--- src/rtl/core/gmra_pkg.sv ---
// ----------------------------------------------------------------------------
// gmra_pkg: shared types and constants of the guest memory region access unit
// Transfer payloads, operation and register codes, region codes and helpers.
// ----------------------------------------------------------------------------
package gmra_pkg;

   localparam int PAGE_BYTES        = 4096;
   localparam int RW_STORE_BYTES    = 65536;
   localparam int RO_STORE_BYTES    = 65536;
   localparam int OUT_STORE_BYTES   = 4096;
   localparam int STACK_STORE_BYTES = 65536;

   localparam int ADDR_W      = 32;
   localparam int DATA_W      = 64;
   localparam int CSR_INDEX_W = 3;
   localparam int CSR_DATA_W  = 32;
   localparam int NUM_REGIONS = 4;

   localparam logic [2:0] OP_READ       = 3'd0;
   localparam logic [2:0] OP_WRITE      = 3'd1;
   localparam logic [2:0] OP_LOAD_WRITE = 3'd2;
   localparam logic [2:0] OP_SET_HEAP   = 3'd3;
   localparam logic [2:0] OP_RAISE_HEAP = 3'd4;

   localparam logic [CSR_INDEX_W-1:0] CSR_RW_BASE     = 3'd0;
   localparam logic [CSR_INDEX_W-1:0] CSR_RW_LIMIT    = 3'd1;
   localparam logic [CSR_INDEX_W-1:0] CSR_RO_BASE     = 3'd2;
   localparam logic [CSR_INDEX_W-1:0] CSR_RO_LIMIT    = 3'd3;
   localparam logic [CSR_INDEX_W-1:0] CSR_OUT_BASE    = 3'd4;
   localparam logic [CSR_INDEX_W-1:0] CSR_OUT_LIMIT   = 3'd5;
   localparam logic [CSR_INDEX_W-1:0] CSR_STACK_BASE  = 3'd6;
   localparam logic [CSR_INDEX_W-1:0] CSR_STACK_LIMIT = 3'd7;

   localparam logic STATUS_OK  = 1'b0;
   localparam logic STATUS_OOB = 1'b1;

   typedef enum logic [1:0] {
      REGION_RW,
      REGION_RO,
      REGION_OUT,
      REGION_STACK
   } region_type;

   typedef struct packed {
      logic [2:0]        operation;
      logic [1:0]        size_code;
      logic [ADDR_W-1:0] address;
      logic [DATA_W-1:0] write_data;
      logic [ADDR_W-1:0] heap_value;
   } req_type;

   typedef struct packed {
      logic [DATA_W-1:0] read_data;
      logic              status;
   } rsp_type;

   // window registers; cap is base plus store size, precomputed on write
   typedef struct packed {
      logic [NUM_REGIONS-1:0][ADDR_W-1:0] base;
      logic [NUM_REGIONS-1:0][ADDR_W-1:0] limit;
      logic [NUM_REGIONS-1:0][ADDR_W:0]   cap;
   } cfg_type;

   typedef struct packed {
      logic              en;
      logic              write;
      logic [ADDR_W-1:0] offset;
      logic [1:0]        size_code;
      logic [DATA_W-1:0] write_data;
   } acc_type;

   typedef struct packed {
      logic              access;
      logic              write;
      logic              heap_set;
      logic              heap_raise;
      region_type        region;
      logic [ADDR_W-1:0] offset;
      logic              status;
   } dec_type;

   typedef struct packed {
      logic       read;
      region_type region;
      logic [2:0] phase;
      logic [1:0] size_code;
      logic       status;
   } stg_type;

   function automatic logic [3:0] byte_count(input logic [1:0] size_code);
      return 4'd1 << size_code;
   endfunction

endpackage

--- src/rtl/core/gmra_decode.sv ---
// ----------------------------------------------------------------------------
// gmra_decode: region match and bound checks for one item
// Picks the first region in priority order that holds the whole access,
// then checks the store size (and the configured size for read-write).
// ----------------------------------------------------------------------------
module gmra_decode (
   input  gmra_pkg::req_type           req,
   input  gmra_pkg::cfg_type           cfg,
   input  logic [gmra_pkg::ADDR_W:0]   heap_bound,
   output gmra_pkg::dec_type           dec
);

   localparam int AW = gmra_pkg::ADDR_W;

   always_comb begin
      logic [AW:0]          end_addr;
      logic [3:0]           hit;
      logic [3:0]           fit;
      logic                 rw_size_ok;
      logic                 is_access;
      logic                 ok;
      gmra_pkg::region_type region;

      end_addr = {1'b0, req.address} + (AW+1)'(gmra_pkg::byte_count(req.size_code));

      hit[gmra_pkg::REGION_RW]    = (req.address >= cfg.base[gmra_pkg::REGION_RW])
                                    && (end_addr <= heap_bound);
      hit[gmra_pkg::REGION_RO]    = (req.address >= cfg.base[gmra_pkg::REGION_RO])
                                    && (end_addr <= {1'b0, cfg.limit[gmra_pkg::REGION_RO]});
      hit[gmra_pkg::REGION_OUT]   = (req.address >= cfg.base[gmra_pkg::REGION_OUT])
                                    && (end_addr <= {1'b0, cfg.limit[gmra_pkg::REGION_OUT]});
      hit[gmra_pkg::REGION_STACK] = (req.address >= cfg.base[gmra_pkg::REGION_STACK])
                                    && (end_addr <= {1'b0, cfg.limit[gmra_pkg::REGION_STACK]});

      for (int r = 0; r < gmra_pkg::NUM_REGIONS; r++) begin
         fit[r] = end_addr <= cfg.cap[r];
      end

      // offset + n <= limit - base, with an empty window when limit <= base
      rw_size_ok = (cfg.limit[gmra_pkg::REGION_RW] > cfg.base[gmra_pkg::REGION_RW])
                   && (end_addr <= {1'b0, cfg.limit[gmra_pkg::REGION_RW]});

      is_access = (req.operation == gmra_pkg::OP_READ)
                  || (req.operation == gmra_pkg::OP_WRITE)
                  || (req.operation == gmra_pkg::OP_LOAD_WRITE);

      region = gmra_pkg::REGION_RW;
      ok     = 1'b0;
      if (hit[gmra_pkg::REGION_RW]) begin
         region = gmra_pkg::REGION_RW;
         ok     = rw_size_ok && fit[gmra_pkg::REGION_RW];
      end else if ((req.operation == gmra_pkg::OP_READ) && hit[gmra_pkg::REGION_RO]) begin
         region = gmra_pkg::REGION_RO;
         ok     = fit[gmra_pkg::REGION_RO];
      end else if (hit[gmra_pkg::REGION_OUT]) begin
         region = gmra_pkg::REGION_OUT;
         ok     = fit[gmra_pkg::REGION_OUT];
      end else if (hit[gmra_pkg::REGION_STACK]) begin
         region = gmra_pkg::REGION_STACK;
         ok     = fit[gmra_pkg::REGION_STACK];
      end else if ((req.operation == gmra_pkg::OP_LOAD_WRITE) && hit[gmra_pkg::REGION_RO]) begin
         region = gmra_pkg::REGION_RO;
         ok     = fit[gmra_pkg::REGION_RO];
      end

      dec.access     = is_access && ok;
      dec.write      = req.operation != gmra_pkg::OP_READ;
      dec.heap_set   = req.operation == gmra_pkg::OP_SET_HEAP;
      dec.heap_raise = req.operation == gmra_pkg::OP_RAISE_HEAP;
      dec.region     = region;
      dec.offset     = req.address - cfg.base[region];
      if (is_access) begin
         dec.status = ok ? gmra_pkg::STATUS_OK : gmra_pkg::STATUS_OOB;
      end else if (dec.heap_set || dec.heap_raise) begin
         dec.status = gmra_pkg::STATUS_OK;
      end else begin
         dec.status = gmra_pkg::STATUS_OOB;
      end
   end

endmodule

--- config.mk ---
export PLATFORM = sky130hd
export DESIGN_NAME = gmra_decode
export DESIGN_NICKNAME = d
export VERILOG_FILES = /design/src/rtl/core/gmra_pkg.sv /design/src/rtl/core/gmra_decode.sv
export SDC_FILE = /design/constraint.sdc
export NUM_CORES = 1
export LEC_CHECK = 0
export BUFFER_PORTS_ARGS = -buffer_cell sky130_fd_sc_hd__buf_2
export CORE_AREA = 4 4 231 233
export DETAILED_ROUTE_END_ITERATION = 12
export DIE_AREA = 0 0 235 237
export PLACE_DENSITY = 0.49
export SYNTH_ARGS = -nofsm -noshare
export SYNTH_HDL_FRONTEND = slang
export SYNTH_SLANG_ARGS = --single-unit
--- constraint.sdc ---
create_clock -name vclk -period 18.7
set_input_delay 3.74 -clock vclk [all_inputs]
set_output_delay 3.74 -clock vclk [all_outputs]
set_load 0.02 [all_outputs]
==> flow_summary.json <==
{
  "yosysWarnings": 0,
  "overflow": 0,
  "rows": 83,
  "seqCellArea_um2": 0,
  "die_h_um": 237,
  "intPower_mw": 0.2862,
  "grt_pass1_wl_mm": 100.9,
  "synth_xor_xnor_area_share_pct": 3.277,
  "swShare_pct": 59.89,
  "syn_area_um2": 14430,
  "gp_congestion": 0.9213,
  "synth_area_leaders": "ha_1 (42%), inv_1 (11%), a21o_1 (5.1%)",
  "yosys.area_share.simple_pct": 17.02,
  "ant_nets": 0,
  "start_util_pct": 28.19,
  "clock_buffers": 0,
  "synth-compound-area-share_pct": 23.16,
  "nets": 3575,
  "seqPwrFrac_pct": 0,
  "min_path_type": "in -> out",
  "hpwlAfterDp_mm": 61.04,
  "core_area_um2": 51200,
  "dpl_worst_slack_ps": 1472,
  "seq_cells": 0,
  "wirelength_mm": 67.76,
  "post_cts_buffers": 0,
  "placed_cells_incl_taps": 3209,
  "viasPerCell": 5.132,
  "rsz0062_at_grt": "no",
  "dieArea_um2": 55700,
  "synth_top_area_share_pct": 42.30,
  "synth_nets": 3053,
  "grt_pass1_vias": 17170,
  "fill_cells": 5619,
  "cp_data_required_time_ps": 14960,
  "firstDrtPassIters": 5,
  "post-route-util_pct": 35.23,
  "critical_path_arrival_ps": 13520,
  "finalCriticalPeriod_ps": 17260,
  "grt_usage_pct": 23.03,
  "multi_input_area_um2": 12780,
  "drive_above_1_share_pct": 21.75,
  "maxCapViolCount": 0,
  "grt_max_degree": 32,
  "slew_violations": 0,
  "stdcell_area_um2": 18030,
  "layout_commonest_cell": "buf_2",
  "status": "finished clean",
  "finalHoldViolations": 0,
  "start_kind": "primary input",
  "synth_cell_types": 64,
  "antenna_found_initial": 13,
  "tightest_slew_ps": 1037,
  "route.detailed.drc": 0,
  "ctsResizeCount": 0,
  "drtIter0Drc": 726,
  "synthCells": 2009,
  "hold_buffers": 0,
  "hold_ws_ps": 7873,
  "fmax_mhz": 57.93,
  "area_delta_synth_final_pct": 24.95,
  "end_kind": "primary output",
  "p_clk_share_pct": 0,
  "final_cells": 3218,
  "finalSetupViolCount": 0,
  "cp_slowest_stage_delay_ps": 670,
  "avgSynthCellArea_um2": 7.185,
  "ys_seq_area_share_pct": 0,
  "netlist.top_cell.by_area": "ha_1",
  "vdd_drop_max_uv": 53.08,
  "setup_tns_ps": 0,
  "postPlaceCellArea_um2": 18010,
  "synth_top_family_by_area": "adder cells",
  "power_density_nw_per_um2": 39.56,
  "num_vias": 16510,
  "slew-limit-headroom_pct": 30.22,
  "finalPower_mw": 0.7134,
  "muxShareOfSynthArea_pct": 2.367,
  "die_w_um": 235,
  "critical_path_class": "in -> out",
  "finalCritPeriodShare_pct": 92.32,
  "fin_ws_ps": 1437,
  "cp_max_fo": 12,
  "pwr-share-comb_pct": 100.0,
  "synth_fa_ha_area_share_pct": 42.58,
  "num_io_pins": 593,
  "cellLeakagePower_nw": 10.89,
  "io_buffers": 497,
  "wl_per_cell_um": 21.06,
  "switching_power_mw": 0.4272,
  "cp_slowest_cell": "o32a_1",
  "final_cell_mix": "buf_2 (497), ha_1 (488), inv_1 (428), a21oi_1 (144), nor2_1 (119)"
}
-- power groups by stage --
stage | clock network, mW | registers [mW] | logic, mW
global route | 0.0000000286 | 0 | 0.795
floorplan | 0 | 0 | 0.452
finish | 0.0000000646 | 0 | 0.713
detailed placement | 0 | 0 | 0.712
global placement | 0 | 0 | 0.701
CTS | 0 | 0 | 0.717
-- worst paths after layout --
kind / slack (ps) / startpoint / depth (start not counted) / endpoint
max: 1440 / req[128] / 36 / dec[32]
min: 7870 / req[132] / 3 / dec[36]
-- cells by family (layout without fill, tap and decap cells) --
kind of cell / Yosys count / count (layout)
adders and majority gates: 490 / 490
AOI/OAI and AO/OA: 505 / 505
muxes: 34 / 34
xor gates and xnor gates: 54 / 54
and+or+nand+nor: 482 / 482
buffers and inverters: 444 / 964
other: 0 / 9
-- layout make-up --
cell class,instances,area share [%]
Timing Repair Buffer,535,15.37
Tap cell,680,4.718
Inverter,429,8.929
Multi-Input combinational cell,1565,70.85
Antenna cell,9,0.1249
-- synthesized netlist by cell type (35+ instances only) --
master    count
nor2_1      119
nand4_1      83
o21ai_0      89
xnor2_1      39
nand3_1      43
a221oi_1     36
nor3_1       35
a21o_1       99
inv_1       428
nand2_1      95
ha_1        488
a21oi_1     144
-- metal layers --
| metal | track usage [%] | up-vias | part of all wire (%) |
|---|---|---|---|
| met1 | 28.62 | 7693 | 43 |
| met2 | 42.74 | 469 | 49 |
| met4 | 5.013 | 10 | 2.5 |
| met3 | 2.516 | 71 | 4.6 |
| met5 | 0 | - | 0.10 |
| li1 | - | 8271 | - |
-- critical path: cells and delay by family --
family / cells / cell delay [ps]
AO/OA/AOI/OAI: 13 / 4810
AND/OR/NAND/NOR: 12 / 2540
adder cells (fa/ha/maj): 4 / 1170
buffers and inverters: 5 / 750
multiplexers: 1 / 300
XOR/XNOR: 1 / 180
Note: power is estimated with default switching activity, not from simulation.
