File: src/rtl/core/gmra_pkg.sv
// ----------------------------------------------------------------------------
// gmra_pkg: shared types and constants of the guest memory region access unit
// Transfer payloads, operation and register codes, region codes and helpers.
// ----------------------------------------------------------------------------
package gmra_pkg;

   localparam int PAGE_BYTES        = 4096;
   localparam int RW_STORE_BYTES    = 65536;
   localparam int RO_STORE_BYTES    = 65536;
   localparam int OUT_STORE_BYTES   = 4096;
   localparam int STACK_STORE_BYTES = 65536;

   localparam int ADDR_W      = 32;
   localparam int DATA_W      = 64;
   localparam int CSR_INDEX_W = 3;
   localparam int CSR_DATA_W  = 32;
   localparam int NUM_REGIONS = 4;

   localparam logic [2:0] OP_READ       = 3'd0;
   localparam logic [2:0] OP_WRITE      = 3'd1;
   localparam logic [2:0] OP_LOAD_WRITE = 3'd2;
   localparam logic [2:0] OP_SET_HEAP   = 3'd3;
   localparam logic [2:0] OP_RAISE_HEAP = 3'd4;

   localparam logic [CSR_INDEX_W-1:0] CSR_RW_BASE     = 3'd0;
   localparam logic [CSR_INDEX_W-1:0] CSR_RW_LIMIT    = 3'd1;
   localparam logic [CSR_INDEX_W-1:0] CSR_RO_BASE     = 3'd2;
   localparam logic [CSR_INDEX_W-1:0] CSR_RO_LIMIT    = 3'd3;
   localparam logic [CSR_INDEX_W-1:0] CSR_OUT_BASE    = 3'd4;
   localparam logic [CSR_INDEX_W-1:0] CSR_OUT_LIMIT   = 3'd5;
   localparam logic [CSR_INDEX_W-1:0] CSR_STACK_BASE  = 3'd6;
   localparam logic [CSR_INDEX_W-1:0] CSR_STACK_LIMIT = 3'd7;

   localparam logic STATUS_OK  = 1'b0;
   localparam logic STATUS_OOB = 1'b1;

   typedef enum logic [1:0] {
      REGION_RW,
      REGION_RO,
      REGION_OUT,
      REGION_STACK
   } region_type;

   typedef struct packed {
      logic [2:0]        operation;
      logic [1:0]        size_code;
      logic [ADDR_W-1:0] address;
      logic [DATA_W-1:0] write_data;
      logic [ADDR_W-1:0] heap_value;
   } req_type;

   typedef struct packed {
      logic [DATA_W-1:0] read_data;
      logic              status;
   } rsp_type;

   // window registers; cap is base plus store size, precomputed on write
   typedef struct packed {
      logic [NUM_REGIONS-1:0][ADDR_W-1:0] base;
      logic [NUM_REGIONS-1:0][ADDR_W-1:0] limit;
      logic [NUM_REGIONS-1:0][ADDR_W:0]   cap;
   } cfg_type;

   typedef struct packed {
      logic              en;
      logic              write;
      logic [ADDR_W-1:0] offset;
      logic [1:0]        size_code;
      logic [DATA_W-1:0] write_data;
   } acc_type;

   typedef struct packed {
      logic              access;
      logic              write;
      logic              heap_set;
      logic              heap_raise;
      region_type        region;
      logic [ADDR_W-1:0] offset;
      logic              status;
   } dec_type;

   typedef struct packed {
      logic       read;
      region_type region;
      logic [2:0] phase;
      logic [1:0] size_code;
      logic       status;
   } stg_type;

   function automatic logic [3:0] byte_count(input logic [1:0] size_code);
      return 4'd1 << size_code;
   endfunction

endpackage

File: src/rtl/core/gmra_heap.sv
// ----------------------------------------------------------------------------
// gmra_heap: heap pointer and page-rounded heap end
// For a power-of-two page the end is a mask of the new pointer. Otherwise a
// remainder unit walks the pointer four bits a cycle and reports busy.
// ----------------------------------------------------------------------------
module gmra_heap #(
   parameter int PAGE_BYTES = gmra_pkg::PAGE_BYTES
) (
   input  logic                        clock,
   input  logic                        reset,
   input  logic                        update,
   input  logic                        set,
   input  logic [gmra_pkg::ADDR_W-1:0] value,
   output logic [gmra_pkg::ADDR_W:0]   heap_bound,
   output logic                        busy
);

   localparam int  AW   = gmra_pkg::ADDR_W;
   localparam bit  POW2 = (PAGE_BYTES & (PAGE_BYTES - 1)) == 0;

   logic [AW-1:0] heap_ff;
   logic [AW-1:0] heap_in;

   // raise only moves the pointer up
   always_comb begin
      heap_in = heap_ff;
      if (update && (set || (value > heap_ff))) begin
         heap_in = value;
      end
   end

   always_ff @(posedge clock) begin
      if (reset) begin
         heap_ff <= '0;
      end else begin
         heap_ff <= heap_in;
      end
   end

   if (POW2) begin : g_mask
      localparam logic [AW:0] PAGE_MASK = (AW+1)'(PAGE_BYTES - 1);

      logic [AW:0] end_ff;
      logic [AW:0] end_in;

      assign end_in = ({1'b0, heap_in} + PAGE_MASK) & ~PAGE_MASK;

      always_ff @(posedge clock) begin
         if (reset) begin
            end_ff <= '0;
         end else if (update) begin
            end_ff <= end_in;
         end
      end

      assign heap_bound = end_ff;
      assign busy       = 1'b0;
   end else begin : g_rem
      localparam int PAGE_W = $clog2(PAGE_BYTES + 1);
      localparam int DIGITS = 4;
      localparam int STEPS  = AW / DIGITS;
      localparam int CNT_W  = $clog2(STEPS);
      localparam logic [PAGE_W:0] PAGE = (PAGE_W+1)'(PAGE_BYTES);

      typedef enum logic [1:0] {
         IDLE,
         RUN,
         FIX
      } state_type;

      state_type         state_ff;
      logic [AW:0]       end_ff;
      logic [AW-1:0]     num_ff;
      logic [AW-1:0]     num_in;
      logic [PAGE_W-1:0] rem_ff;
      logic [PAGE_W-1:0] rem_in;
      logic [CNT_W-1:0]  cnt_ff;
      logic [AW:0]       pad;

      // restoring remainder, four bits per step
      always_comb begin
         logic [PAGE_W:0]   t;
         logic [PAGE_W-1:0] r;
         logic [AW-1:0]     n;
         r = rem_ff;
         n = num_ff;
         for (int k = 0; k < DIGITS; k++) begin
            t = {r, n[AW-1]};
            n = n << 1;
            if (t >= PAGE) begin
               t = t - PAGE;
            end
            r = t[PAGE_W-1:0];
         end
         rem_in = r;
         num_in = n;
      end

      assign pad = (rem_ff == '0) ? '0 : (AW+1)'(PAGE_BYTES) - (AW+1)'(rem_ff);

      always_ff @(posedge clock) begin
         if (reset) begin
            state_ff <= IDLE;
            end_ff   <= '0;
         end else begin
            case (state_ff)
               IDLE: begin
                  if (update) begin
                     num_ff   <= heap_in;
                     rem_ff   <= '0;
                     cnt_ff   <= '0;
                     state_ff <= RUN;
                  end
               end
               RUN: begin
                  num_ff <= num_in;
                  rem_ff <= rem_in;
                  cnt_ff <= cnt_ff + CNT_W'(1);
                  if (cnt_ff == CNT_W'(STEPS - 1)) begin
                     state_ff <= FIX;
                  end
               end
               FIX: begin
                  end_ff   <= {1'b0, heap_ff} + pad;
                  state_ff <= IDLE;
               end
               default: begin
                  state_ff <= IDLE;
               end
            endcase
         end
      end

      assign heap_bound = end_ff;
      assign busy       = state_ff != IDLE;
   end

endmodule

File: config.mk
export PLATFORM = sky130hd
export DESIGN_NAME = gmra_heap
export DESIGN_NICKNAME = d
export VERILOG_FILES = /design/src/rtl/core/gmra_pkg.sv /design/src/rtl/core/gmra_heap.sv
export SDC_FILE = /design/constraint.sdc
export NUM_CORES = 1
export LEC_CHECK = 0
export ABC_CLOCK_PERIOD_IN_PS = 3300
export BUFFER_PORTS_ARGS = -buffer_cell sky130_fd_sc_hd__clkbuf_2
export CELL_PAD_IN_SITES_DETAIL_PLACEMENT = 2
export CELL_PAD_IN_SITES_GLOBAL_PLACEMENT = 2
export CORE_ASPECT_RATIO = 0.6
export CORE_MARGIN = 10
export CORE_UTILIZATION = 30
export DETAILED_ROUTE_END_ITERATION = 8
export PLACE_DENSITY = 0.86
export SLEW_MARGIN = 20
export SYNTH_ARGS = -nofsm -noshare
export SYNTH_HDL_FRONTEND = slang
export SYNTH_SLANG_ARGS = --single-unit
File: constraint.sdc
create_clock -name clock -period 3.3 [get_ports clock]
set_clock_uncertainty 0.2 [all_clocks]
set_input_delay 0 -clock clock [delete_from_list [all_inputs] [get_ports clock]]
set_output_delay 0 -clock clock [all_outputs]
set_load 0.005 [all_outputs]
==> run metrics, run 1 <==
Crit Path Category=flip-flop to flip-flop; Core Region=roughly 0.012 mm2; Post-Syn Area=around 0.0036 mm2; share of the yosys chip area belonging to registers=29.5%; pin count of the biggest net entering global routing=24; Crit Path Max Fanout=8; Req. time, crit path=~3400 ps; fill cell count=~1200; TritonCTS clock tree=built; delay-heaviest family, CP=simple AND/OR/NAND/NOR gates; CP arrival=between 3000 and 4000 ps; worst hold start=value[31]; Distinct cells, synth=65; crit share post-route=113%; Reg2Reg Depth=12; pre-CTS WS=-598 ps; Cell Rows=30; Syn Area/Cell=approximately 8.5 um2; Fmax=about 0.27 GHz; initial antenna violation count=1; wire length per cell=33.4 um; Multi-input gate area=0.00284 mm2; Crit. path cell count=12; grt total ovfl=0; R2R setup slack=-440 ps; pwr/cell area=roughly 380 mW/mm2; die width=161 um; Synth top area share=29.5%; Slowest-stage cell, CP=or4_4; DR vias/cell=approximately 6.0; CP max stage delay=580 ps; CP Capture Type=flip-flop; WP buf/inv=2; CTS clk-pin slew, worst paths=~100 ps; Hold WS=between 30 and 40 ps; hpwl dp=between 10 and 15 mm; Synth area leader=dfxtp_1; max-slew violation count=0; FF/Latch Area=around 0.0011 mm2; Worst Tran Pin Value=870 ps; outcome=complete, but fails checks; die footprint=between 0.015 and 0.02 mm2; CTS max path bufs=2; first-pass GRT wire length=30.9 mm; ANT nets after route=0; DR DRC count=0; Worst Hold Depth=4; share of post-route cells with drive strength above 1=44.8%; HP Class=primary input to flip-flop; Design Area, Final=0.00566 mm2; # Max-Cap Violations=0; Net count, final=650; GRT Total Usage=a little under a quarter; register bit total from synthesis=53; CTS Buf Count=5; final non-filler cell total=744; endpoints failing hold=0; Most used DFF post-synth=dfxtp_1; vias=between 4000 and 5000; Detailed Routing Iterations Pass 1=5; Critical Path Source=heap_ff[28]; RSZ-0062 raised after global routing=yes; Initial Util=between 30% and 40%; DP Area=0.00432 mm2; H-tree levels=2; Syn-to-layout area delta=57.3%; Setup WS post-layout=-439 ps; RD Place Congestion=between 0.9 and 1; commonest non-fill, non-tap cell in the layout=buf_4; most frequent cells in the layout=buf_4, clkbuf_2, nor2_1; Leakage=~2.4 nW; min Tclk post-route=between 3000 and 4000 ps; CTS root buffer=clkbuf_16; Cells after Synth=426; CP Launch Type=flip-flop; Detailed Route Iter0 Violations=approximately 440; final setup violating endpoints=25; warnings from Yosys=0; Async S/R FF share, synth=0%; Synth area leaders=dfxtp_1, ha_1, mux2i_1; port buffer count=56; CP Cell Sequence=inv_1 > ha_1 > nand4_4 > buf_4 > nor2_1 > a22oi_2 > and2_4 > a31o_4 > mux2_4 > or4_4 > a211oi_2 > a21o_1; Ports=70; final wirelength=roughly 25 mm; peak supply drop=around 0.24 mV; relative slew slack=a little over 40%; failing checks=negative setup slack; dpl cells=between 600 and 700; number of synthesized flops with an enable pin=0; number of global-route vias before repair=approximately 4700; Die Ht=roughly 100 um; Power Total=roughly 2.1 mW; Clock Sink Count=53; R2R Path Start=heap_ff[28]; Clk Latency, worst-skew pair=320 ps
==> metrics by stage <==
stage | TNS [ps] | utilization (%)
after CTS | -62.9 | 45.3
after global routing | -7620 | 49.1
after detailed placement | -8150 | 37.5
final | -6240 | 49.1
after floorplan | 0 | -
after global placement | -106 | 37.5
==> cells by family (layout without fill, tap and decap cells) <==
kind of cell             Yosys count  in the layout  synth area share [%]
buffers and inverters             68            213                  9.56
multiplexers                      40             40                  11.4
AO/OA/AOI/OAI                     77             77                  16.2
XOR/XNOR                           4              4                 0.973
AND/OR/NAND/NOR                  151            151                  21.2
flip-flops                        53             53                  29.5
adder cells (fa/ha/maj)           32             32                  11.1
other                              1             14                 0.104
==> worst paths after layout <==
kind	endpoint
worst max-delay path	heap_bound[26]
worst min-delay path	heap_ff[31]
worst max register to register	heap_bound[26]
worst min register to register	heap_bound[13]
==> repair_timing <==
item / 4_1_cts / 5_1_grt
hold buffers: 26 / 0
gates resized for setup: 68 / 63
setup endpoints to repair: 22 / 33
setup buffers: 14 / 20
pin swaps: 21 / 27
endpoints found under the hold margin: 29 / 0
==> final cells by class <==
cell class                      instances  area share [%]
Multi-Input combinational cell        317            50.1
Timing Repair Buffer                  167            21.8
Sequential cell                        53            19.2
Tap cell                              160            3.54
Inverter                               38            2.52
Clock buffer                            6            2.45
Clock inverter                          2           0.309
Antenna cell                            1          0.0442
==> layer usage <==
layer / track usage, % / share of wire, % / vias up
li1: - / - / 1824
met1: 29.1 / 42 / 2267
met2: 36.8 / 44 / 302
met3: 9.09 / 8.9 / 106
met4: 8.60 / 5.5 / 0
met5: 0 / 0 / -
==> power by group <==
| part | switching (mW) | internal [mW] |
|---|---|---|
| Combinational | 0.463 | 0.332 |
| Sequential | 0.0400 | 0.686 |
| Clock | 0.303 | 0.309 |
==> cell usage after synthesis, drive strengths merged, types with 2 or more instances <==
cell,number
o41ai,4
nand2,36
a21o,2
nor2,48
a41o,2
a21oi,23
nor3,6
a22o,3
nand4,13
xnor2,2
a31o,2
o31ai,3
and2,5
nor4,8
inv,37
a211oi,5
ha,32
mux2i,35
or3,4
buf,22
or2,2
o21ai,10
mux2,5
a22oi,2
xor2,2
nand3,21
and3,3
a311o,2
dfxtp,53
clkbuf,8
o22ai,2
a211o,3
o311ai,3
==> worst register-to-register path: cells and delay by family, from the launching register on <==
family	cells	cell delay (ps)
multiplexers	1	370
buffers and inverters	2	310
flip-flops	1	400
AO/OA/AOI/OAI	4	830
AND/OR/NAND/NOR	4	1190
adder cells (fa/ha/maj)	1	390
==> sequential cells by signal, summed over array words and instances, names as in the netlist <==
name	flops
heap_ff	32
heap_bound	21
Note: power is estimated with default switching activity, not from simulation.
==> run 2: changes to the inputs <==
==> config.mk (replaced) <==
export PLATFORM = sky130hd
export DESIGN_NAME = gmra_heap
export DESIGN_NICKNAME = d
export VERILOG_FILES = /design/src/rtl/core/gmra_pkg.sv /design/src/rtl/core/gmra_heap.sv
export SDC_FILE = /design/constraint.sdc
export NUM_CORES = 1
export LEC_CHECK = 0
export ABC_CLOCK_PERIOD_IN_PS = 4300
export BUFFER_PORTS_ARGS = -buffer_cell sky130_fd_sc_hd__clkbuf_2
export CELL_PAD_IN_SITES_DETAIL_PLACEMENT = 2
export CELL_PAD_IN_SITES_GLOBAL_PLACEMENT = 2
export CORE_ASPECT_RATIO = 0.6
export CORE_MARGIN = 10
export CORE_UTILIZATION = 35
export DETAILED_ROUTE_END_ITERATION = 8
export PLACE_DENSITY = 0.94
export SLEW_MARGIN = 40
export SYNTH_ARGS = -nofsm -noshare
export SYNTH_HDL_FRONTEND = slang
export SYNTH_SLANG_ARGS = --single-unit
==> constraint.sdc (replaced) <==
create_clock -name clock -period 4.3 [get_ports clock]
set_clock_uncertainty 0.2 [all_clocks]
set_input_delay 0 -clock clock [delete_from_list [all_inputs] [get_ports clock]]
set_output_delay 0 -clock clock [all_outputs]
set_load 0.005 [all_outputs]
==> run 2 against run 1 <==
The run now ends clean. Highest routed layer unchanged. Die area decreased by 12%. Cell area decreased by 22%. Sequential power decreased by 23%. Sequential share of layout area rose by 4.7 points.
==> run metrics, run 2 (same netlist as run 1, synthesis figures left out) <==
outcome=complete, no violations; number of global-route vias before repair=around 4300; Syn-to-layout area delta=23.3%; pin count of the biggest net entering global routing=43; pwr/cell area=about 320 mW/mm2; CTS clk-pin slew, worst paths=70 ps; fill cell count=between 1000 and 1500; share of post-route cells with drive strength above 1=19.3%; die footprint=roughly 0.015 mm2; Crit Path Max Fanout=10; GRT Total Usage=approximately 25%; DR vias/cell=roughly 6.2; # Max-Cap Violations=0; CP Cell Sequence=inv_1 > ha_1 > nand4_2 > nor2_1 > a22o_1 > o41ai_4 > a31o_2 > buf_4 > mux2_2 > nor3_1 > a211oi_1 > a311o_1; min Tclk post-route=~4200 ps; CP Capture Type=flip-flop; setup TNS=0 ps; Initial Util=a little over a third; Clk Latency, worst-skew pair=about 310 ps; final non-filler cell total=between 600 and 700; ANT nets after route=0; CTS root buffer=clkbuf_16; most frequent cells in the layout=clkbuf_2, dfxtp_1, nor2_1; peak supply drop=~0.19 mV; Crit Path Category=flip-flop to flip-flop; Reg with most FFs=heap_ff; R2R setup slack=100 ps; final setup violating endpoints=0; commonest non-fill, non-tap cell in the layout=clkbuf_2; Leakage=1.94 nW; CTS Buf Count=5; Fmax=around 0.24 GHz; Worst Tran Pin Value=around 730 ps; initial antenna violation count=1; die width=between 150 and 200 um; Detailed Routing Iterations Pass 1=5; Cell Rows=28; Slowest-stage cell, CP=dfxtp_1; Clock Sink Count=53; final wirelength=18.4 mm; CP Launch Type=flip-flop; crit share post-route=between 90% and 100%; vias=3967; endpoints failing hold=0; H-tree levels=2; first-pass GRT wire length=between 20 and 30 mm; delay-heaviest family, CP=compound AO/OA/AOI/OAI gates; RD Place Congestion=a little under 0.9; Req. time, crit path=roughly 4300 ps; Detailed Route Iter0 Violations=between 400 and 500; wire length per cell=28.6 um; CP arrival=4190 ps; CP max stage delay=roughly 500 ps; TritonCTS clock tree=built; Net count, final=between 500 and 600; max FFs per register=32; CTS max path bufs=2; Ports=70; max-slew violation count=0; dpl cells=slightly above 600; Core Region=0.00995 mm2; DR DRC count=0; port buffer count=56; WP buf/inv=2; Hold WS=approximately 34 ps; HP Class=primary input to flip-flop; grt total ovfl=0; Die Ht=slightly below 100 um; relative slew slack=approximately half; RSZ-0062 raised after global routing=no; hpwl dp=between 10 and 15 mm
==> run 2: cell count changes in the layout (fill, tap and decap cells not counted), moves of 4 or more <==
cell           delta
dlygate4sd3_1     +4
ha_4             -16
dfxtp_1          +21
inv_2             -7
dfxtp_2          -20
buf_4            -70
buf_6             -7
ha_1             +16
a21oi_1          +10
inv_1             +7
mux2i_4           -7
mux2i_1           +7
a21oi_2           -9
==> run 2: path summary, 6_finish.rpt <==
kind / startpoint / end / depth (start not counted)
worst min register to register: heap_bound[32] / heap_bound[32] / 2
worst max register to register: heap_ff[14] / heap_bound[28] / 12
worst min-delay path: value[21] / heap_ff[21] / 4
worst max-delay path: heap_ff[14] / heap_bound[28] / 12
==> run 2: metal layers <==
metal	global-route usage [%]	vias up	part of all wire (%)	wire (um)
met5	0	-	0	0
met4	11.9	0	4.2	767
met3	7.72	70	8.8	1620
met2	38.2	240	45	8340
met1	30.0	1991	42	7720
li1	-	1666	-	-
==> run 2: area by class of cell <==
| class | count | area (um2) | area share [%] |
|---|---|---|---|
| antenna | 2 | 5.00 | 0.113 |
| inverter | 38 | 143 | 3.21 |
| clock buffer | 6 | 129 | 2.90 |
| sequential | 53 | 1060 | 23.9 |
| multi-input combinational | 317 | 2260 | 51.0 |
| timing repair buffer | 92 | 628 | 14.2 |
| tap | 135 | 169 | 3.81 |
| clock inverter | 2 | 38.8 | 0.874 |
==> run 2: stage by stage <==
stage	total power [mW]	setup slack [ps]	instance area (um2)	utilization, %
floorplan	0.765	1030	3640	-
CTS	1.39	241	4400	44.2
global placement	0.850	663	3940	39.6
global route	1.47	8.02	4440	44.6
detailed placement	0.887	430	3940	39.6
finish	1.42	99.1	4440	44.6
==> run 2: tightest hold or removal path: cells and delay by family <==
kind | cells | cell delay (ps)
buffers and inverters | 2 | 300
multiplexers | 1 | 80
AND/OR/NAND/NOR | 1 | 110
==> run 2: what timing repair did <==
item                       in CTS  in global routing
resized for setup               0                  5
setup buffers                   0                  0
hold buffers                   29                  1
hold endpoints to repair       31                  1
setup endpoints to repair       0                 13
==> run 2: power breakdown <==
part / switching [mW] / total, mW / internal [mW] / leakage (nW)
Combinational: 0.247 / 0.390 / 0.144 / 1.42
Sequential: 0.0326 / 0.557 / 0.524 / 0.435
Clock: 0.201 / 0.477 / 0.277 / 0.0811
Total: 0.480 / 1.42 / 0.944 / 1.94
==> run 3: changes to the inputs <==
--- a/config.mk
+++ b/config.mk
@@ -14,6 +14,7 @@
 export CORE_UTILIZATION = 35
 export DETAILED_ROUTE_END_ITERATION = 8
 export PLACE_DENSITY = 0.94
+export REMOVE_ABC_BUFFERS = 1
 export SLEW_MARGIN = 40
 export SYNTH_ARGS = -nofsm -noshare
 export SYNTH_HDL_FRONTEND = slang
==> run 3 against run 2 <==
First-iteration DRC count is 26% lower. Flip-flop and latch count stayed put. Via count is 4.3% lower. Setup slack better by 47 ps. Wire length is 6.2% lower. Cell count is 0.16% higher. Sequential share of layout area is 0.074 points higher. Clock power is 8.0% lower. Worst hold slack worse by 15 ps. Critical path type unchanged. Total power is 3.2% lower. Combinational power is 2% lower. Maximum frequency is 1.1% higher. Critical endpoint is now heap_bound[25].
==> run metrics, run 3 (same netlist as run 1, synthesis figures left out) <==
commonest non-fill, non-tap cell in the layout=clkbuf_2; Fmax=between 0.2 and 0.25 GHz; Syn-to-layout area delta=22.9%; CP Capture Type=flip-flop; most frequent cells in the layout=clkbuf_2, dfxtp_1, nor2_1; grt total ovfl=0; final non-filler cell total=~650; Initial Util=36.2%; DR vias/cell=about 6; Setup WS post-layout=146 ps; n_diodes=0; Ports=70; Clk Latency, worst-skew pair=~310 ps; H-tree levels=2; initial antenna violation count=0; Cell Rows=28; crit share post-route=between 90% and 100%; Net count, final=578; Design Area, Final=0.00442 mm2; Critical Path Source=heap_ff[26]; first-pass GRT wire length=26.5 mm; number of global-route vias before repair=about 4300; GRT Total Usage=22.9%; share of post-route cells with drive strength above 1=around a fifth; sw frac=35.6%; clock share of power=about a third; Leakage=approximately 1.9 nW; Die Ht=around 99 um; outcome=complete, no violations; max FFs per register=32; Seq pwr share=around 40%; Worst Tran Pin Value=~830 ps; ANT nets after route=0; Clock Sink Count=53; CTS root buffer=clkbuf_16; Detailed Route Iter0 Violations=~310; worst hold start=value[21]; CP Launch Type=flip-flop; vias=approximately 3800; endpoints failing hold=0; Pint=a little under 900 uW; final setup violating endpoints=0; DR DRC count=0; wire length per cell=around 27 um; R2R Path Start=heap_ff[26]; dpl cells=about 610; die width=151 um; Req. time, crit path=approximately 4300 ps; die footprint=approximately 0.015 mm2; max-slew violation count=0; Crit Path Category=flip-flop to flip-flop; pwr/cell area=~310 mW/mm2; peak supply drop=roughly 0.17 mV; Power Total=around 1.4 mW; TritonCTS clock tree=built; Core Region=a little under 0.01 mm2; Crit Path Max Fanout=10; net switching power figure=490 uW; pin count of the biggest net entering global routing=between 40 and 50; min Tclk post-route=approximately 4200 ps; HP Class=primary input to flip-flop; # Max-Cap Violations=0; CP arrival=roughly 4200 ps; pre-CTS WS=321 ps; final wirelength=between 15 and 20 mm; port buffer count=56; CTS Buf Count=5; DP Area=roughly 0.0040 mm2; hpwl dp=11.1 mm; Reg with most FFs=heap_ff; CTS clk-pin slew, worst paths=80 ps; CTS max path bufs=2; relative slew slack=between 40% and 50%; Logic pwr share=27.9%; RD Place Congestion=approximately 0.89; Detailed Routing Iterations Pass 1=5
==> run 3: cell count changes in the layout (fill, tap and decap cells not counted), sizes merged <==
cell         change
diode            -2
dlygate4sd3      -1
clkbuf           -1
buf              +4
bufinv           -1
inv              +1
clkinvlp         +1
==> run 3: stage by stage <==
step | setup TNS [ps] | utilization, % | hold WS (ps)
CTS | 0 | 44.3 | 5.20
global route | -11.6 | 44.5 | 51.6
floorplan | -2660 | - | -131
finish | 0 | 44.5 | 18.8
detailed placement | 0 | 39.9 | 96.7
global placement | 0 | 39.9 | 88.0
==> run 3: layout make-up <==
class	count	area, um2
Tap cell	135	169
Clock buffer	5	125
Timing Repair Buffer	95	646
Multi-Input combinational cell	317	2260
Sequential cell	53	1060
Inverter	38	143
Clock inverter	3	21.3
Fill cell	1124	5530
==> run 3: path summary, 6_finish.rpt <==
kind | slack (ps) | cells past startpoint | end
max | 150 | 12 | heap_bound[25]
min reg2reg | 270 | 2 | heap_bound[32]
max reg2reg | 150 | 12 | heap_bound[25]
min | 20 | 4 | heap_ff[21]
==> run 3: worst max-delay path, stage by stage (launching register included) <==
cell and delay [ps]:
dfxtp_1 450, inv_1 160, ha_1 350, nand4_1 230, nor4_4 460, a41o_1 290, buf_4 190, mux2_2 360
o41ai_1 130, nor2_1 300, o41ai_1 630, nand3_1 180, a21oi_1 170
==> run 3: power by group through the flow <==
| stage | sequential (mW) | clock [mW] | combinational, mW |
|---|---|---|---|
| after floorplan | 0.553 | 0 | 0.191 |
| after global placement | 0.558 | 0 | 0.296 |
| after detailed placement | 0.562 | 0 | 0.323 |
| final | 0.555 | 0.439 | 0.384 |
| after global routing | 0.558 | 0.462 | 0.410 |
| after CTS | 0.551 | 0.437 | 0.351 |
==> run 3: routing by layer <==
layer  up-vias  track usage [%]  share of wire [%]
met4         0             8.40                2.7
li1       1661                -                  -
met5         -                0                  0
met1      1902             28.4                 43
met3        42             5.07                6.9
met2       191             38.0                 48
==> run 3: timing repair <==
| action | CTS | global route |
|---|---|---|
| gates resized for setup | 0 | 2 |
| buffers inserted | 0 | 0 |
| hold buffers | 29 | 0 |
| endpoints found under the hold margin | 35 | 0 |
| setup endpoints to repair | 0 | 6 |
